--- config.mk ---
export PLATFORM = sky130hd
export DESIGN_NAME = joystick_shaping_drive_mixer
export DESIGN_NICKNAME = d
export VERILOG_FILES = /design/src/rtl/core/jsdm_pkg.sv /design/src/rtl/core/joystick_shaping_drive_mixer.sv /design/src/rtl/core/jsdm_muldiv.sv
export VERILOG_INCLUDE_DIRS = /design/src /design/src/rtl/core
export SDC_FILE = /design/constraint.sdc
export NUM_CORES = 1
export LEC_CHECK = 0
export BUFFER_PORTS_ARGS = -buffer_cell sky130_fd_sc_hd__buf_2
export CORE_UTILIZATION = 41
export CTS_CLUSTER_SIZE = 16
export DETAILED_ROUTE_END_ITERATION = 8
export PLACE_DENSITY_LB_ADDON = 0.05
export SYNTH_ARGS = -nofsm -noshare
export SYNTH_HDL_FRONTEND = slang
export SYNTH_SLANG_ARGS = --single-unit
export TNS_END_PERCENT = 5
--- constraint.sdc ---
create_clock -name clock -period 11.6 [get_ports clock]
set_clock_uncertainty 0.05 [all_clocks]
set_input_delay 0.58 -clock clock [delete_from_list [all_inputs] [get_ports clock]]
set_output_delay 0.58 -clock clock [all_outputs]
set_load 0.02 [all_outputs]
--- src/rtl/core/joystick_shaping_drive_mixer_macros.svh ---
// ----------------------------------------------------------------------------
// Assertion macros for the joystick shaping drive mixer
// Checks on the same edge and on the following edge. They expand to nothing
// when the design is built for synthesis.
// ----------------------------------------------------------------------------
`ifndef JOYSTICK_SHAPING_DRIVE_MIXER_MACROS_SVH
`define JOYSTICK_SHAPING_DRIVE_MIXER_MACROS_SVH

`ifndef SYNTHESIS
`define JSDM_ASSERT_NOW(label, clk, rst, ante, cons, msg) \
   label: assert property (@(posedge clk) disable iff (rst) (ante) |-> (cons)) \
      else $error(msg);
`define JSDM_ASSERT_NEXT(label, clk, rst, ante, cons, msg) \
   label: assert property (@(posedge clk) disable iff (rst) (ante) |=> (cons)) \
      else $error(msg);
`else
`define JSDM_ASSERT_NOW(label, clk, rst, ante, cons, msg)
`define JSDM_ASSERT_NEXT(label, clk, rst, ante, cons, msg)
`endif

`endif

--- src/rtl/core/jsdm_pkg.sv ---
// ----------------------------------------------------------------------------
// Joystick shaping drive mixer package
// Widths, constants, register indexes and the types shared by the sequencer
// and the shared multiply and divide unit.
// ----------------------------------------------------------------------------
`default_nettype none

package jsdm_pkg;

   localparam logic [7:0] CENTRE = 8'd127;

   localparam int CSR_INDEX_W = 2;
   localparam int CSR_DATA_W  = 7;
   localparam int PCT_W       = 7;
   localparam int DEAD_W      = 6;

   localparam logic [CSR_INDEX_W-1:0] CSR_X_SCALE  = 2'd0;
   localparam logic [CSR_INDEX_W-1:0] CSR_Y_SCALE  = 2'd1;
   localparam logic [CSR_INDEX_W-1:0] CSR_RAMP     = 2'd2;
   localparam logic [CSR_INDEX_W-1:0] CSR_DEADBAND = 2'd3;

   localparam logic [PCT_W-1:0]  RESET_X_SCALE  = 7'd78;
   localparam logic [PCT_W-1:0]  RESET_Y_SCALE  = 7'd80;
   localparam logic [PCT_W-1:0]  RESET_RAMP     = 7'd100;
   localparam logic [DEAD_W-1:0] RESET_DEADBAND = 6'd8;

   localparam int OPA_W       = 12;
   localparam int OPB_W       = 8;
   localparam int PROD_W      = 20;
   localparam int RECIP_W     = 16;
   localparam int MUL_W       = PROD_W + RECIP_W;
   localparam int RECIP_SHIFT = 22;
   localparam int QUOT_W      = MUL_W - RECIP_SHIFT;

   localparam logic [RECIP_W-1:0] RECIP_100   = 16'd41943;
   localparam logic [RECIP_W-1:0] RECIP_127   = 16'd33025;
   localparam logic [6:0]         DIVISOR_100 = 7'd100;
   localparam logic [6:0]         DIVISOR_127 = 7'd127;

   localparam logic [OPA_W-1:0] RAMP_BIAS = 12'd2000;

   typedef enum logic {
      DIV_100,
      DIV_127
   } div_sel_type;

   typedef enum logic [1:0] {
      PH_IDLE,
      PH_MUL2,
      PH_FIX
   } phase_type;

   typedef enum logic [2:0] {
      ST_IDLE,
      ST_SCALE_X,
      ST_CURVE_X,
      ST_SCALE_Y,
      ST_RAMP_Y,
      ST_RAMP_X,
      ST_OUTPUT
   } seq_state_type;

   typedef struct packed {
      logic              start;
      div_sel_type       div_sel;
      logic [OPA_W-1:0]  opa;
      logic [OPB_W-1:0]  opb;
   } unit_cmd_type;

   typedef struct packed {
      logic              done;
      logic [QUOT_W-1:0] quot;
   } unit_rsp_type;

endpackage

`default_nettype wire

--- src/rtl/core/joystick_shaping_drive_mixer.sv ---
// ----------------------------------------------------------------------------
// Joystick shaping drive mixer
// Scales, curves, ramps and deadbands one joystick sample, then mixes it into
// left and right drive bytes.
//
// The req channel carries one raw x, y sample per item; the rsp channel
// returns the shaped axes and both drive bytes. Both use valid and stall.
// The csr channel writes the four gain and deadband registers; it is always
// ready. The user must see that it is written only while the block is idle;
// the block itself does not enforce this. One item runs as five operations
// on a single shared multiplier with a reciprocal divide, followed by a step
// that loads the output register.
// req_stall is high from acceptance until the result has been loaded.
// If rsp_stall holds the previous result, the block finishes its work and
// waits to load the new one; the held result does not change.
// Reset restores the register defaults, sets both ramp histories to centre
// and empties the output register.
// ----------------------------------------------------------------------------
`default_nettype none
`include "joystick_shaping_drive_mixer_macros.svh"

module joystick_shaping_drive_mixer (
   input  logic                                clock,
   input  logic                                reset,
   input  logic                                req_valid,
   output logic                                req_stall,
   input  logic [7:0]                          req_raw_x,
   input  logic [7:0]                          req_raw_y,
   output logic                                rsp_valid,
   input  logic                                rsp_stall,
   output logic [7:0]                          rsp_shaped_x,
   output logic [7:0]                          rsp_shaped_y,
   output logic [7:0]                          rsp_left_drive,
   output logic [7:0]                          rsp_right_drive,
   input  logic                                csr_valid,
   output logic                                csr_ready,
   input  logic [jsdm_pkg::CSR_INDEX_W-1:0]    csr_index,
   input  logic [jsdm_pkg::CSR_DATA_W-1:0]     csr_data
);
   import jsdm_pkg::*;

   seq_state_type      state_ff, state_in;
   logic               issued_ff, issued_in;
   logic [7:0]         x_ff, x_in;
   logic [7:0]         y_ff, y_in;
   logic [7:0]         prev_x_ff, prev_x_in;
   logic [7:0]         prev_y_ff, prev_y_in;
   logic               rsp_valid_ff, rsp_valid_in;
   logic [7:0]         out_x_ff, out_x_in;
   logic [7:0]         out_y_ff, out_y_in;
   logic [7:0]         out_left_ff, out_left_in;
   logic [7:0]         out_right_ff, out_right_in;

   logic [PCT_W-1:0]   x_scale_ff;
   logic [PCT_W-1:0]   y_scale_ff;
   logic [PCT_W-1:0]   ramp_ff;
   logic [DEAD_W-1:0]  dead_ff;

   unit_cmd_type       unit_cmd;
   unit_rsp_type       unit_rsp;

   function automatic logic [7:0] sat8(input logic signed [15:0] v);
      logic [7:0] r;
      if (v < 16'sd0) begin
         r = 8'd0;
      end else if (v > 16'sd255) begin
         r = 8'd255;
      end else begin
         r = v[7:0];
      end
      return r;
   endfunction

   function automatic logic [7:0] deadband(input logic [7:0] v, input logic [DEAD_W-1:0] h);
      logic [7:0] lo_th;
      logic [7:0] hi_th;
      logic [7:0] r;
      lo_th = CENTRE - 8'(h);
      hi_th = CENTRE + 8'(h);
      if (v < lo_th) begin
         r = v + 8'(h);
      end else if (v > hi_th) begin
         r = v - 8'(h);
      end else begin
         r = CENTRE;
      end
      return r;
   endfunction

   function automatic logic [7:0] clamp_mix(input logic signed [10:0] v);
      logic [7:0] r;
      if (v < 11'sd0) begin
         r = 8'd0;
      end else if (v > 11'sd254) begin
         r = 8'd254;
      end else begin
         r = v[7:0];
      end
      return r;
   endfunction

   jsdm_muldiv u_muldiv (
      .clock (clock),
      .reset (reset),
      .cmd   (unit_cmd),
      .rsp   (unit_rsp)
   );

   always_comb begin
      logic               y_side;
      logic [7:0]         axis_v;
      logic [7:0]         prev_v;
      logic               lo;
      logic [7:0]         mag_scale;
      logic [7:0]         mag_curve;
      logic [OPA_W-1:0]   ramp_arg;
      logic [OPA_W-1:0]   ramp20;
      logic [PCT_W-1:0]   pct;
      logic signed [15:0] quot_s;
      logic signed [15:0] res_s;
      logic [7:0]         res8;
      logic [7:0]         db_x;
      logic [7:0]         db_y;
      logic signed [10:0] left_s;
      logic signed [10:0] right_s;

      y_side    = (state_ff == ST_SCALE_Y) || (state_ff == ST_RAMP_Y);
      axis_v    = y_side ? y_ff : x_ff;
      prev_v    = y_side ? prev_y_ff : prev_x_ff;
      lo        = axis_v < CENTRE;
      mag_scale = lo ? (8'd128 - axis_v) : (axis_v - CENTRE);
      mag_curve = lo ? (CENTRE - axis_v) : (axis_v - CENTRE);
      ramp_arg  = RAMP_BIAS + OPA_W'(axis_v) - OPA_W'(prev_v);
      ramp20    = (OPA_W'(ramp_ff) << 4) + (OPA_W'(ramp_ff) << 2);
      pct       = (state_ff == ST_SCALE_Y) ? y_scale_ff : x_scale_ff;
      quot_s    = $signed(16'(unit_rsp.quot));
      db_x      = deadband(x_ff, dead_ff);
      db_y      = deadband(y_ff, dead_ff);
      left_s    = $signed(11'(db_x)) + $signed(11'(db_y)) - 11'sd127;
      right_s   = $signed(11'(db_x)) - $signed(11'(db_y)) + 11'sd127;

      unit_cmd.start   = 1'b0;
      unit_cmd.div_sel = DIV_100;
      unit_cmd.opa     = OPA_W'(mag_scale);
      unit_cmd.opb     = OPB_W'(pct);
      res_s            = 16'sd0;

      case (state_ff)
         ST_SCALE_X, ST_SCALE_Y: begin
            res_s = lo ? (16'sd127 - quot_s) : (16'sd127 + quot_s);
         end
         ST_CURVE_X: begin
            unit_cmd.div_sel = DIV_127;
            unit_cmd.opa     = OPA_W'(mag_curve);
            unit_cmd.opb     = mag_curve;
            res_s = lo ? (16'sd127 + quot_s) : (16'sd128 - quot_s);
         end
         ST_RAMP_Y, ST_RAMP_X: begin
            unit_cmd.opa = ramp_arg;
            unit_cmd.opb = OPB_W'(ramp_ff);
            res_s = $signed(16'(prev_v)) + quot_s - $signed(16'(ramp20));
         end
         default: begin
            res_s = 16'sd0;
         end
      endcase
      res8 = sat8(res_s);

      state_in     = state_ff;
      issued_in    = issued_ff;
      x_in         = x_ff;
      y_in         = y_ff;
      prev_x_in    = prev_x_ff;
      prev_y_in    = prev_y_ff;
      rsp_valid_in = rsp_valid_ff && rsp_stall;
      out_x_in     = out_x_ff;
      out_y_in     = out_y_ff;
      out_left_in  = out_left_ff;
      out_right_in = out_right_ff;

      case (state_ff)
         ST_IDLE: begin
            if (req_valid) begin
               x_in     = req_raw_x;
               y_in     = req_raw_y;
               state_in = ST_SCALE_X;
            end
         end
         ST_SCALE_X, ST_CURVE_X, ST_SCALE_Y, ST_RAMP_Y, ST_RAMP_X: begin
            unit_cmd.start = !issued_ff;
            if (!issued_ff) begin
               issued_in = 1'b1;
            end
            if (unit_rsp.done) begin
               issued_in = 1'b0;
               case (state_ff)
                  ST_SCALE_X: begin
                     x_in     = res8;
                     state_in = ST_CURVE_X;
                  end
                  ST_CURVE_X: begin
                     x_in     = res8;
                     state_in = ST_SCALE_Y;
                  end
                  ST_SCALE_Y: begin
                     y_in     = res8;
                     state_in = ST_RAMP_Y;
                  end
                  ST_RAMP_Y: begin
                     y_in      = res8;
                     prev_y_in = res8;
                     state_in  = ST_RAMP_X;
                  end
                  default: begin
                     x_in      = res8;
                     prev_x_in = res8;
                     state_in  = ST_OUTPUT;
                  end
               endcase
            end
         end
         ST_OUTPUT: begin
            if (!rsp_valid_ff || !rsp_stall) begin
               rsp_valid_in = 1'b1;
               out_x_in     = db_x;
               out_y_in     = db_y;
               out_left_in  = clamp_mix(left_s);
               out_right_in = 8'd255 - clamp_mix(right_s);
               state_in     = ST_IDLE;
            end
         end
         default: begin
            state_in  = ST_IDLE;
            issued_in = 1'b0;
         end
      endcase
   end

   always_ff @(posedge clock) begin
      if (reset) begin
         state_ff     <= ST_IDLE;
         issued_ff    <= 1'b0;
         prev_x_ff    <= CENTRE;
         prev_y_ff    <= CENTRE;
         rsp_valid_ff <= 1'b0;
      end else begin
         state_ff     <= state_in;
         issued_ff    <= issued_in;
         prev_x_ff    <= prev_x_in;
         prev_y_ff    <= prev_y_in;
         rsp_valid_ff <= rsp_valid_in;
      end
   end

   always_ff @(posedge clock) begin
      x_ff         <= x_in;
      y_ff         <= y_in;
      out_x_ff     <= out_x_in;
      out_y_ff     <= out_y_in;
      out_left_ff  <= out_left_in;
      out_right_ff <= out_right_in;
   end

   always_ff @(posedge clock) begin
      if (reset) begin
         x_scale_ff <= RESET_X_SCALE;
         y_scale_ff <= RESET_Y_SCALE;
         ramp_ff    <= RESET_RAMP;
         dead_ff    <= RESET_DEADBAND;
      end else if (csr_valid && csr_ready) begin
         case (csr_index)
            CSR_X_SCALE:  x_scale_ff <= csr_data[PCT_W-1:0];
            CSR_Y_SCALE:  y_scale_ff <= csr_data[PCT_W-1:0];
            CSR_RAMP:     ramp_ff    <= csr_data[PCT_W-1:0];
            CSR_DEADBAND: dead_ff    <= csr_data[DEAD_W-1:0];
            default: begin
            end
         endcase
      end
   end

   assign csr_ready       = 1'b1;
   assign req_stall       = (state_ff != ST_IDLE);
   assign rsp_valid       = rsp_valid_ff;
   assign rsp_shaped_x    = out_x_ff;
   assign rsp_shaped_y    = out_y_ff;
   assign rsp_left_drive  = out_left_ff;
   assign rsp_right_drive = out_right_ff;

   `JSDM_ASSERT_NEXT(a_busy_after_accept, clock, reset, req_valid && !req_stall, req_stall, "block not busy after taking an item")
   `JSDM_ASSERT_NOW(a_done_while_issued, clock, reset, unit_rsp.done, issued_ff, "unit result with no operation issued")
   `JSDM_ASSERT_NEXT(a_hold_until_free, clock, reset, (state_ff == ST_OUTPUT) && rsp_valid_ff && rsp_stall, state_ff == ST_OUTPUT, "result loaded over a stalled item")
   `JSDM_ASSERT_NOW(a_drive_range, clock, reset, rsp_valid, (rsp_left_drive != 8'd255) && (rsp_right_drive != 8'd0), "drive byte outside mix range")

endmodule

`default_nettype wire

--- src/rtl/core/jsdm_muldiv.sv ---
// ----------------------------------------------------------------------------
// Shared multiply and constant divide unit
// Forms floor(a*b/d) for d of 100 or 127 on one multiplier: the product first,
// then a reciprocal product, then a single correction step.
// ----------------------------------------------------------------------------
`default_nettype none
`include "joystick_shaping_drive_mixer_macros.svh"

module jsdm_muldiv (
   input  logic                  clock,
   input  logic                  reset,
   input  jsdm_pkg::unit_cmd_type cmd,
   output jsdm_pkg::unit_rsp_type rsp
);
   import jsdm_pkg::*;

   phase_type            phase_ff, phase_in;
   logic [MUL_W-1:0]     mul_ff, mul_in;
   logic [PROD_W-1:0]    prod_ff, prod_in;
   div_sel_type          div_ff, div_in;
   logic                 done_ff, done_in;
   logic [QUOT_W-1:0]    quot_ff, quot_in;

   logic [PROD_W-1:0]    mul_a;
   logic [RECIP_W-1:0]   mul_b;
   logic [MUL_W-1:0]     product;
   logic [RECIP_W-1:0]   recip;
   logic [QUOT_W-1:0]    q0;
   logic [PROD_W:0]      div_ext;
   logic [PROD_W:0]      qd;
   logic [PROD_W:0]      rem;
   logic [QUOT_W-1:0]    quot_next;

   assign recip   = (div_ff == DIV_100) ? RECIP_100 : RECIP_127;
   assign div_ext = (div_ff == DIV_100) ? (PROD_W+1)'(DIVISOR_100) : (PROD_W+1)'(DIVISOR_127);

   assign mul_a   = (phase_ff == PH_MUL2) ? mul_ff[PROD_W-1:0] : PROD_W'(cmd.opa);
   assign mul_b   = (phase_ff == PH_MUL2) ? recip : RECIP_W'(cmd.opb);
   assign product = MUL_W'(mul_a) * MUL_W'(mul_b);

   assign q0        = mul_ff[RECIP_SHIFT +: QUOT_W];
   assign qd        = (div_ff == DIV_100) ? (PROD_W+1)'(q0) * (PROD_W+1)'(DIVISOR_100)
                                          : (PROD_W+1)'(q0) * (PROD_W+1)'(DIVISOR_127);
   assign rem       = {1'b0, prod_ff} - qd;
   assign quot_next = q0 + QUOT_W'(rem >= div_ext);

   always_comb begin
      phase_in = phase_ff;
      mul_in   = mul_ff;
      prod_in  = prod_ff;
      div_in   = div_ff;
      done_in  = 1'b0;
      quot_in  = quot_ff;
      case (phase_ff)
         PH_IDLE: begin
            if (cmd.start) begin
               mul_in   = product;
               div_in   = cmd.div_sel;
               phase_in = PH_MUL2;
            end
         end
         PH_MUL2: begin
            prod_in  = mul_ff[PROD_W-1:0];
            mul_in   = product;
            phase_in = PH_FIX;
         end
         PH_FIX: begin
            quot_in  = quot_next;
            done_in  = 1'b1;
            phase_in = PH_IDLE;
         end
         default: begin
            phase_in = PH_IDLE;
         end
      endcase
   end

   always_ff @(posedge clock) begin
      if (reset) begin
         phase_ff <= PH_IDLE;
         done_ff  <= 1'b0;
      end else begin
         phase_ff <= phase_in;
         done_ff  <= done_in;
      end
   end

   always_ff @(posedge clock) begin
      mul_ff  <= mul_in;
      prod_ff <= prod_in;
      div_ff  <= div_in;
      quot_ff <= quot_in;
   end

   assign rsp.done = done_ff;
   assign rsp.quot = quot_ff;

   `JSDM_ASSERT_NOW(a_start_when_idle, clock, reset, cmd.start, phase_ff == PH_IDLE, "unit started while busy")
   `JSDM_ASSERT_NEXT(a_start_to_mul2, clock, reset, cmd.start, phase_ff == PH_MUL2, "unit did not advance after start")
   `JSDM_ASSERT_NEXT(a_fix_done, clock, reset, phase_ff == PH_FIX, done_ff, "no result after correction step")
   `JSDM_ASSERT_NOW(a_rem_bound, clock, reset, phase_ff == PH_FIX, rem < (div_ext + div_ext), "reciprocal estimate out by more than one")

endmodule

`default_nettype wire

# [Word level (Yosys, flattened, before mapping)]
# Cells that the tools add are included.
[classes] n_bitwise=1 n_addsub=24 mux=49 reduce_logical=31 eq_ne=17 order_cmp=12 n_mul=3
[ops] cell="$mux 8" count=21
[ops] cell="$pmux 36 s2" count=1
[ops] cell="$mux 16" count=3
[ops] cell="$pmux 16 s3" count=1
[ops] cell="$pmux 20 s2" count=1
[ops] cell="$mul 20x16->36" count=1
[ops] cell="$mux 36" count=1
[ops] cell="$pmux 8 s2" count=2
[ops] cell="$ge 21x21->1" count=1
[ops] cell="$mul 14x7->21 const B" count=1
[ops] cell="$mux 21" count=1
[ops] cell="$sub 20x21->21" count=1
[ops] cell="$gt 10x9->1 const B" count=2
[ops] cell="$lt 10x1->1 const B" count=2
[ops] cell="$mux 20" count=1
[ops] cell="$mul 14x5->19 const B" count=1
[ops] cell="$add 8x6->8" count=2
[ops] cell="$gt 16x9->1 const B" count=1
[ops] cell="$gt 8x8->1" count=2
[ops] cell="$lt 16x1->1 const B" count=1
[ops] cell="$lt 8x8->1" count=2
[ops] cell="$sub 15x12->16" count=1
[ops] cell="$sub 8x6->8" count=2
[ops] cell="$sub 8x8->8 const A" count=2
[ops] cell="other kinds (48)" count=83
[totals] input_bits=30 ff_bits=170 out_inout_bits=35 elab_cells=159

# [Longest topological paths before layout]
[depth] ltp_word=12 ltp_mapped=43 depth_no_buf=39

# [Cells and area by module]
# From an unflattened synthesis, not the netlist that was laid out.
[hier_totals] hier_cells=2881 area_unflattened_um2=25481.9
[modules_own_cells] module="jsdm_muldiv" instances=1 area_per_inst_um2=15362.2 cells_per_inst=1603 seq_area_each_um2=2132.0
[modules_own_cells] module="joystick_shaping_drive_mixer" instances=1 area_per_inst_um2=10119.7 cells_per_inst=1278 seq_area_each_um2=2402.3

# [Worst setup path after synthesis]
# No wires, ideal clock.
[synth_path] kind="register -> register" startpoint="register state_ff[1]" endpoint="register u_muldiv.mul_ff[34] (data pin)" path_buffers=5 synth_period_minus_slack_ns=9.888 setup_ns=0.258 path_slack_ns=1.712 path_stages_with_launch=41 arrival_time_ns=9.581 required_time_ns=11.292 cell_sequence="dfxtp_1 > buf_2 > buf_2 > buf_2 > buf_2 > buf_1 > mux2i_1 > mux2_2 > inv_1 > ha_1 > ha_1 > fa_1 > a21o_1 > a21oi_1 > o21bai_1 > a21oi_1 > xnor2_1 > o21ai_0 > [5 not listed] > fa_1 > fa_1 > inv_1 > ha_1 > fa_1 > inv_1 > fa_1 > inv_1 > ha_1 > a2111oi_0 > nand3b_1 > a31oi_1 > nor2_1 > a311oi_1 > o21ai_0 > a21o_1 > a21oi_1 > xnor2_1"
[synth_between] elab_chain_len=10 elab_cells_between_ends=23 cone_classes="add/sub (5); mul (1); order compare (1); eq/ne (4); mux (10); reduce/logical (2)"
[synth_rtl] element="start, declared" line="joystick_shaping_drive_mixer.sv:42" text="seq_state_type state_ff, state_in;"
[synth_rtl] element="start signal, assigned" line="joystick_shaping_drive_mixer.sv:247" text="state_ff <= state_in;"
[synth_rtl] element="$eq 3x2->1 or $eq 3x3->1 (tied branches)" line="joystick_shaping_drive_mixer.sv:127, joystick_shaping_drive_mixer.sv:135, joystick_shaping_drive_mixer.sv:148"
[synth_rtl] element="$logic_or 1x1->1" line="joystick_shaping_drive_mixer.sv:127" text="y_side = (state_ff == ST_SCALE_Y) || (state_ff == ST_RAMP_Y);"
[synth_rtl] element="$mux 8" line="joystick_shaping_drive_mixer.sv:128" text="axis_v = y_side ? y_ff : x_ff;"
[synth_rtl] element="$add 11x8->12, or another cell as far along" line="joystick_shaping_drive_mixer.sv:133" text="ramp_arg = RAMP_BIAS + OPA_W'(axis_v) - OPA_W'(prev_v);"
[synth_rtl] element="$sub 12x8->12, or another cell as far along" line="joystick_shaping_drive_mixer.sv:133"
[synth_rtl] element="$pmux 20 s2 *" line="joystick_shaping_drive_mixer.sv:148" text="case (state_ff)"
[synth_rtl] element="$mux 20 or $mux 16 (tied branches)" line="jsdm_muldiv.sv:37, jsdm_muldiv.sv:38"
[synth_rtl] element="$mul 20x16->36 *" line="jsdm_muldiv.sv:39" text="assign product = MUL_W'(mul_a) * MUL_W'(mul_b);"
[synth_rtl] element="$mux 36" line="jsdm_muldiv.sv:56" text="if (cmd.start) begin"
[synth_rtl] element="$pmux 36 s2 *" line="jsdm_muldiv.sv:54" text="case (phase_ff)"
[synth_rtl] element="net u_muldiv.mul_in[34]" line="jsdm_muldiv.sv:18" text="logic [MUL_W-1:0] mul_ff, mul_in;"
[synth_rtl] element="end signal, assigned" line="jsdm_muldiv.sv:89" text="mul_ff <= mul_in;"
[synth_rtl] element="end, declared" line="jsdm_muldiv.sv:18"
# The timed path passes the listed nets; every way through them passes the cells marked *. The select of a mux whose other input is x is not followed.
# A chain may end at the register's enable or synchronous reset.

# [Final worst setup path]
[layout_path] startpoint="register state_ff[0]" endpoint="register u_muldiv.mul_ff[34] (data pin)"
# Same word-level chain as after synthesis.

==> results.sh <==
export IMPL_status="completed"
export IMPL_drive_gt1_frac=0.0514
export IMPL_drt_iter0_markers=1592
export IMPL_cap_violations=0
export IMPL_fmax_mhz=92.4
export IMPL_nets=3614
export IMPL_cts_root_buffer="clkbuf_16"
export IMPL_tightestPinTransition_ns=1.11
export IMPL_grt_start_max_net_pins=61
export IMPL_hold_buffers=0
export IMPL_cp_common_cell="fa_1"
export IMPL_io_buffers=63
export IMPL_timing_slew_headroom=0.259
export IMPL_avgSynthCellArea_um2=8.76
export IMPL_cts_buffers=17
export IMPL_netlist_instances=2931
export IMPL_synth_seq_cells=168
export IMPL_ys_types=86
export IMPL_die_y_um=252
export IMPL_n_antenna_cell=0
export IMPL_vias=20800
export IMPL_die_w_um=252
export IMPL_setup_violations_final=0
export IMPL_track_usage=0.243
export IMPL_area_delta_synth_final_pct=7.24
export IMPL_path_max_fanout=26
export IMPL_rows=91
export IMPL_r2r_cells=38
export IMPL_regToRegEndpoint="u_muldiv.mul_ff[34]"
export IMPL_antenna_left=0
export IMPL_drc=0
export IMPL_setup_tns_ns=0
export IMPL_final_max_slew_viol_count=0
export IMPL_clock_path_buffers=2
export IMPL_max_stage_delay_ns=0.84
export IMPL_syn_area_mm2=0.0257
export IMPL_grt_pass1_vias=20500
export IMPL_synth_edf_count=117
export IMPL_via_per_inst=5.46
export IMPL_post_drt_wl_per_cell_um=19.8
export IMPL_htree_levels=4
export IMPL_grt_pass1_wl_mm=118
export IMPL_cp_required_ns=11.78
export IMPL_ctsResizeCount=0
export IMPL_cts_sinks=168
export IMPL_ys_warnings_count=0
export IMPL_synth_seq_area_share=0.177
export IMPL_slowest_stage="dfxtp_1"
export IMPL_worstSetupPathType="register to register"
export IMPL_fin_crit_ns=10.82
export IMPL_synthArstFlopShare=0
export IMPL_dp_hpwl_mm=62.5
export IMPL_clock_latency_ns=0.50
export IMPL_grt_antenna_before_repair=1
export IMPL_top_level_ports=65
export IMPL_path_clk_slew_ns=0.10
export IMPL_grt_overflow=0
export IMPL_floorplan_core_area_mm2=0.0618
export IMPL_rsz0062_at_grt="false"
export IMPL_finalHoldViolations=0
export IMPL_cts_tree="yes"
export IMPL_hp_start="csr_data[6]"
export IMPL_drt_total_wl_mm=75.3
export IMPL_post_cts_buffers=0
export IMPL_period_share=0.933
export IMPL_hold_path_end="x_scale_ff[6]"
export IMPL_hold_path_class="input pin to register"
export IMPL_die_area_mm2=0.0636
export IMPL_cp_end_kind="register"
export IMPL_start_util=0.415
export IMPL_arrival_ns=11.00
export IMPL_r2r_slack_ns=0.78
export IMPL_r2r_start="state_ff[0]"
export IMPL_dr_pass1_iters=5
export IMPL_worstHoldPathCells=2
export IMPL_cp_start_kind="register"
export IMPL_ys_flop_type="edfxtp_1"
export IMPL_place_congestion=0.949
==> how the worst max path moves through the flow <==
stage | startpoint | to | slack, ns | cells after the start
6_report | state_ff[0] | u_muldiv.mul_ff[34] | 0.78 | 38
5_1_grt | state_ff[0] | u_muldiv.mul_ff[34] | 0.15 | 38
4_1_cts | state_ff[0] | u_muldiv.mul_ff[34] | 0.85 | 38
3_5_place_dp | state_ff[0] | u_muldiv.mul_ff[34] | 0.90 | 38
3_3_place_gp | state_ff[0] | u_muldiv.mul_ff[34] | 1.04 | 38
2_1_floorplan | state_ff[1] | u_muldiv.mul_ff[34] | 1.71 | 40
==> per-stage QoR <==
stage	std cells	setup slack, ns	hold slack, ns	util	area (um2)
final	3813	0.775	0.277	0.445	27500
after floorplan	2946	1.71	0.376	-	25700
after detailed placement	3781	0.904	0.392	0.435	26900
after CTS	3813	0.849	0.236	0.445	27500
after global routing	3813	0.154	0.264	0.445	27500
after global placement	3781	1.04	0.392	0.435	26900
==> final cells by class <==
class	instances	area (um2)
Tap cell	837	1050
Multi-Input combinational cell	2174	18900
Fill cell	6232	34300
Clock inverter	15	204
Inverter	516	1940
Sequential cell	168	4540
Timing Repair Buffer	86	488
Clock buffer	17	425
==> kinds of logic (layout without fill, tap and decap cells) <==
group | Yosys count | after routing | synth area share
and+or+nand+nor | 732 | 732 | 0.135
AOI/OAI and AO/OA | 638 | 638 | 0.165
adders and majority gates | 621 | 621 | 0.374
buffers and inverters | 604 | 634 | 0.0901
DFF | 168 | 168 | 0.177
xor gates and xnor gates | 127 | 127 | 0.0433
muxes | 39 | 39 | 0.0155
other | 2 | 17 | 0.000293
==> sequential cells by signal, summed over array words and instances, names as in the netlist, 2 cells and up <==
register	flops
dead_ff	6
prev_x_ff	8
prev_y_ff	8
ramp_ff	7
rsp_left_drive	8
rsp_right_drive	8
rsp_shaped_x	8
rsp_shaped_y	8
state_ff	3
u_muldiv.mul_ff	34
u_muldiv.phase_ff	2
u_muldiv.prod_ff	20
u_muldiv.quot_ff	14
x_ff	8
x_scale_ff	7
y_ff	8
y_scale_ff	7
==> metal layers <==
layer | GRT usage | part of all wire | vias to the layer above
li1 | - | - | 10000
met1 | 0.333 | 0.46 | 10100
met2 | 0.401 | 0.47 | 557
met3 | 0.0255 | 0.043 | 87
met4 | 0.0797 | 0.027 | 2
met5 | 0 | 0.00033 | -
==> synthesized netlist by cell type (40+ instances only) <==
cell | n | area share
inv_1 | 512 | 0.075
ha_1 | 376 | 0.18
fa_1 | 245 | 0.19
nor2_1 | 215 | 0.031
nand2_1 | 180 | 0.026
a21oi_1 | 177 | 0.035
edfxtp_1 | 117 | 0.14
o21ai_0 | 109 | 0.021
xnor2_1 | 91 | 0.031
nor3_1 | 78 | 0.015
nand3_1 | 63 | 0.012
clkbuf_1 | 59 | 0.0086
a21o_1 | 51 | 0.015
dfxtp_1 | 51 | 0.040
o21bai_1 | 40 | 0.012
==> worst max-delay path, delay by kind of cell (launching register included) <==
family / cells / cell delay (ns)
AND/OR/NAND/NOR: 5 / 0.90
buffers and inverters: 7 / 0.78
adder cells (fa/ha/maj): 10 / 4.14
flip-flops: 1 / 0.84
AO/OA/AOI/OAI: 12 / 3.16
multiplexers: 2 / 0.51
XOR/XNOR: 2 / 0.18
==> placed cells by master, fill, tap and decap left out, drive strengths merged, types with 9 or more instances in the layout <==
master	synthesis	layout
inv	513	520
ha	376	376
fa	245	245
nor2	215	215
nand2	180	180
a21oi	177	177
edfxtp	117	117
o21ai	114	114
xnor2	91	91
buf	28	86
nor3	79	79
nand3	63	63
a21o	51	51
dfxtp	51	51
o21bai	40	40
nand2b	36	36
xor2	36	36
mux2i	33	33
nor2b	30	30
o21a	29	29
o31ai	26	26
a211oi	25	25
and3	24	24
a31oi	24	24
and2	22	22
or3	17	17
conb	2	17
clkbuf	60	17
o211ai	17	17
o22ai	15	15
or2	12	12
a211o	12	12
nor3b	11	11
nand4	11	11
o311ai	11	11
clkinv	3	11
nor4	10	10
a41oi	9	9
Power is not shown: default switching activity piles up to over one toggle a cycle in this logic, so the estimate is an artifact.
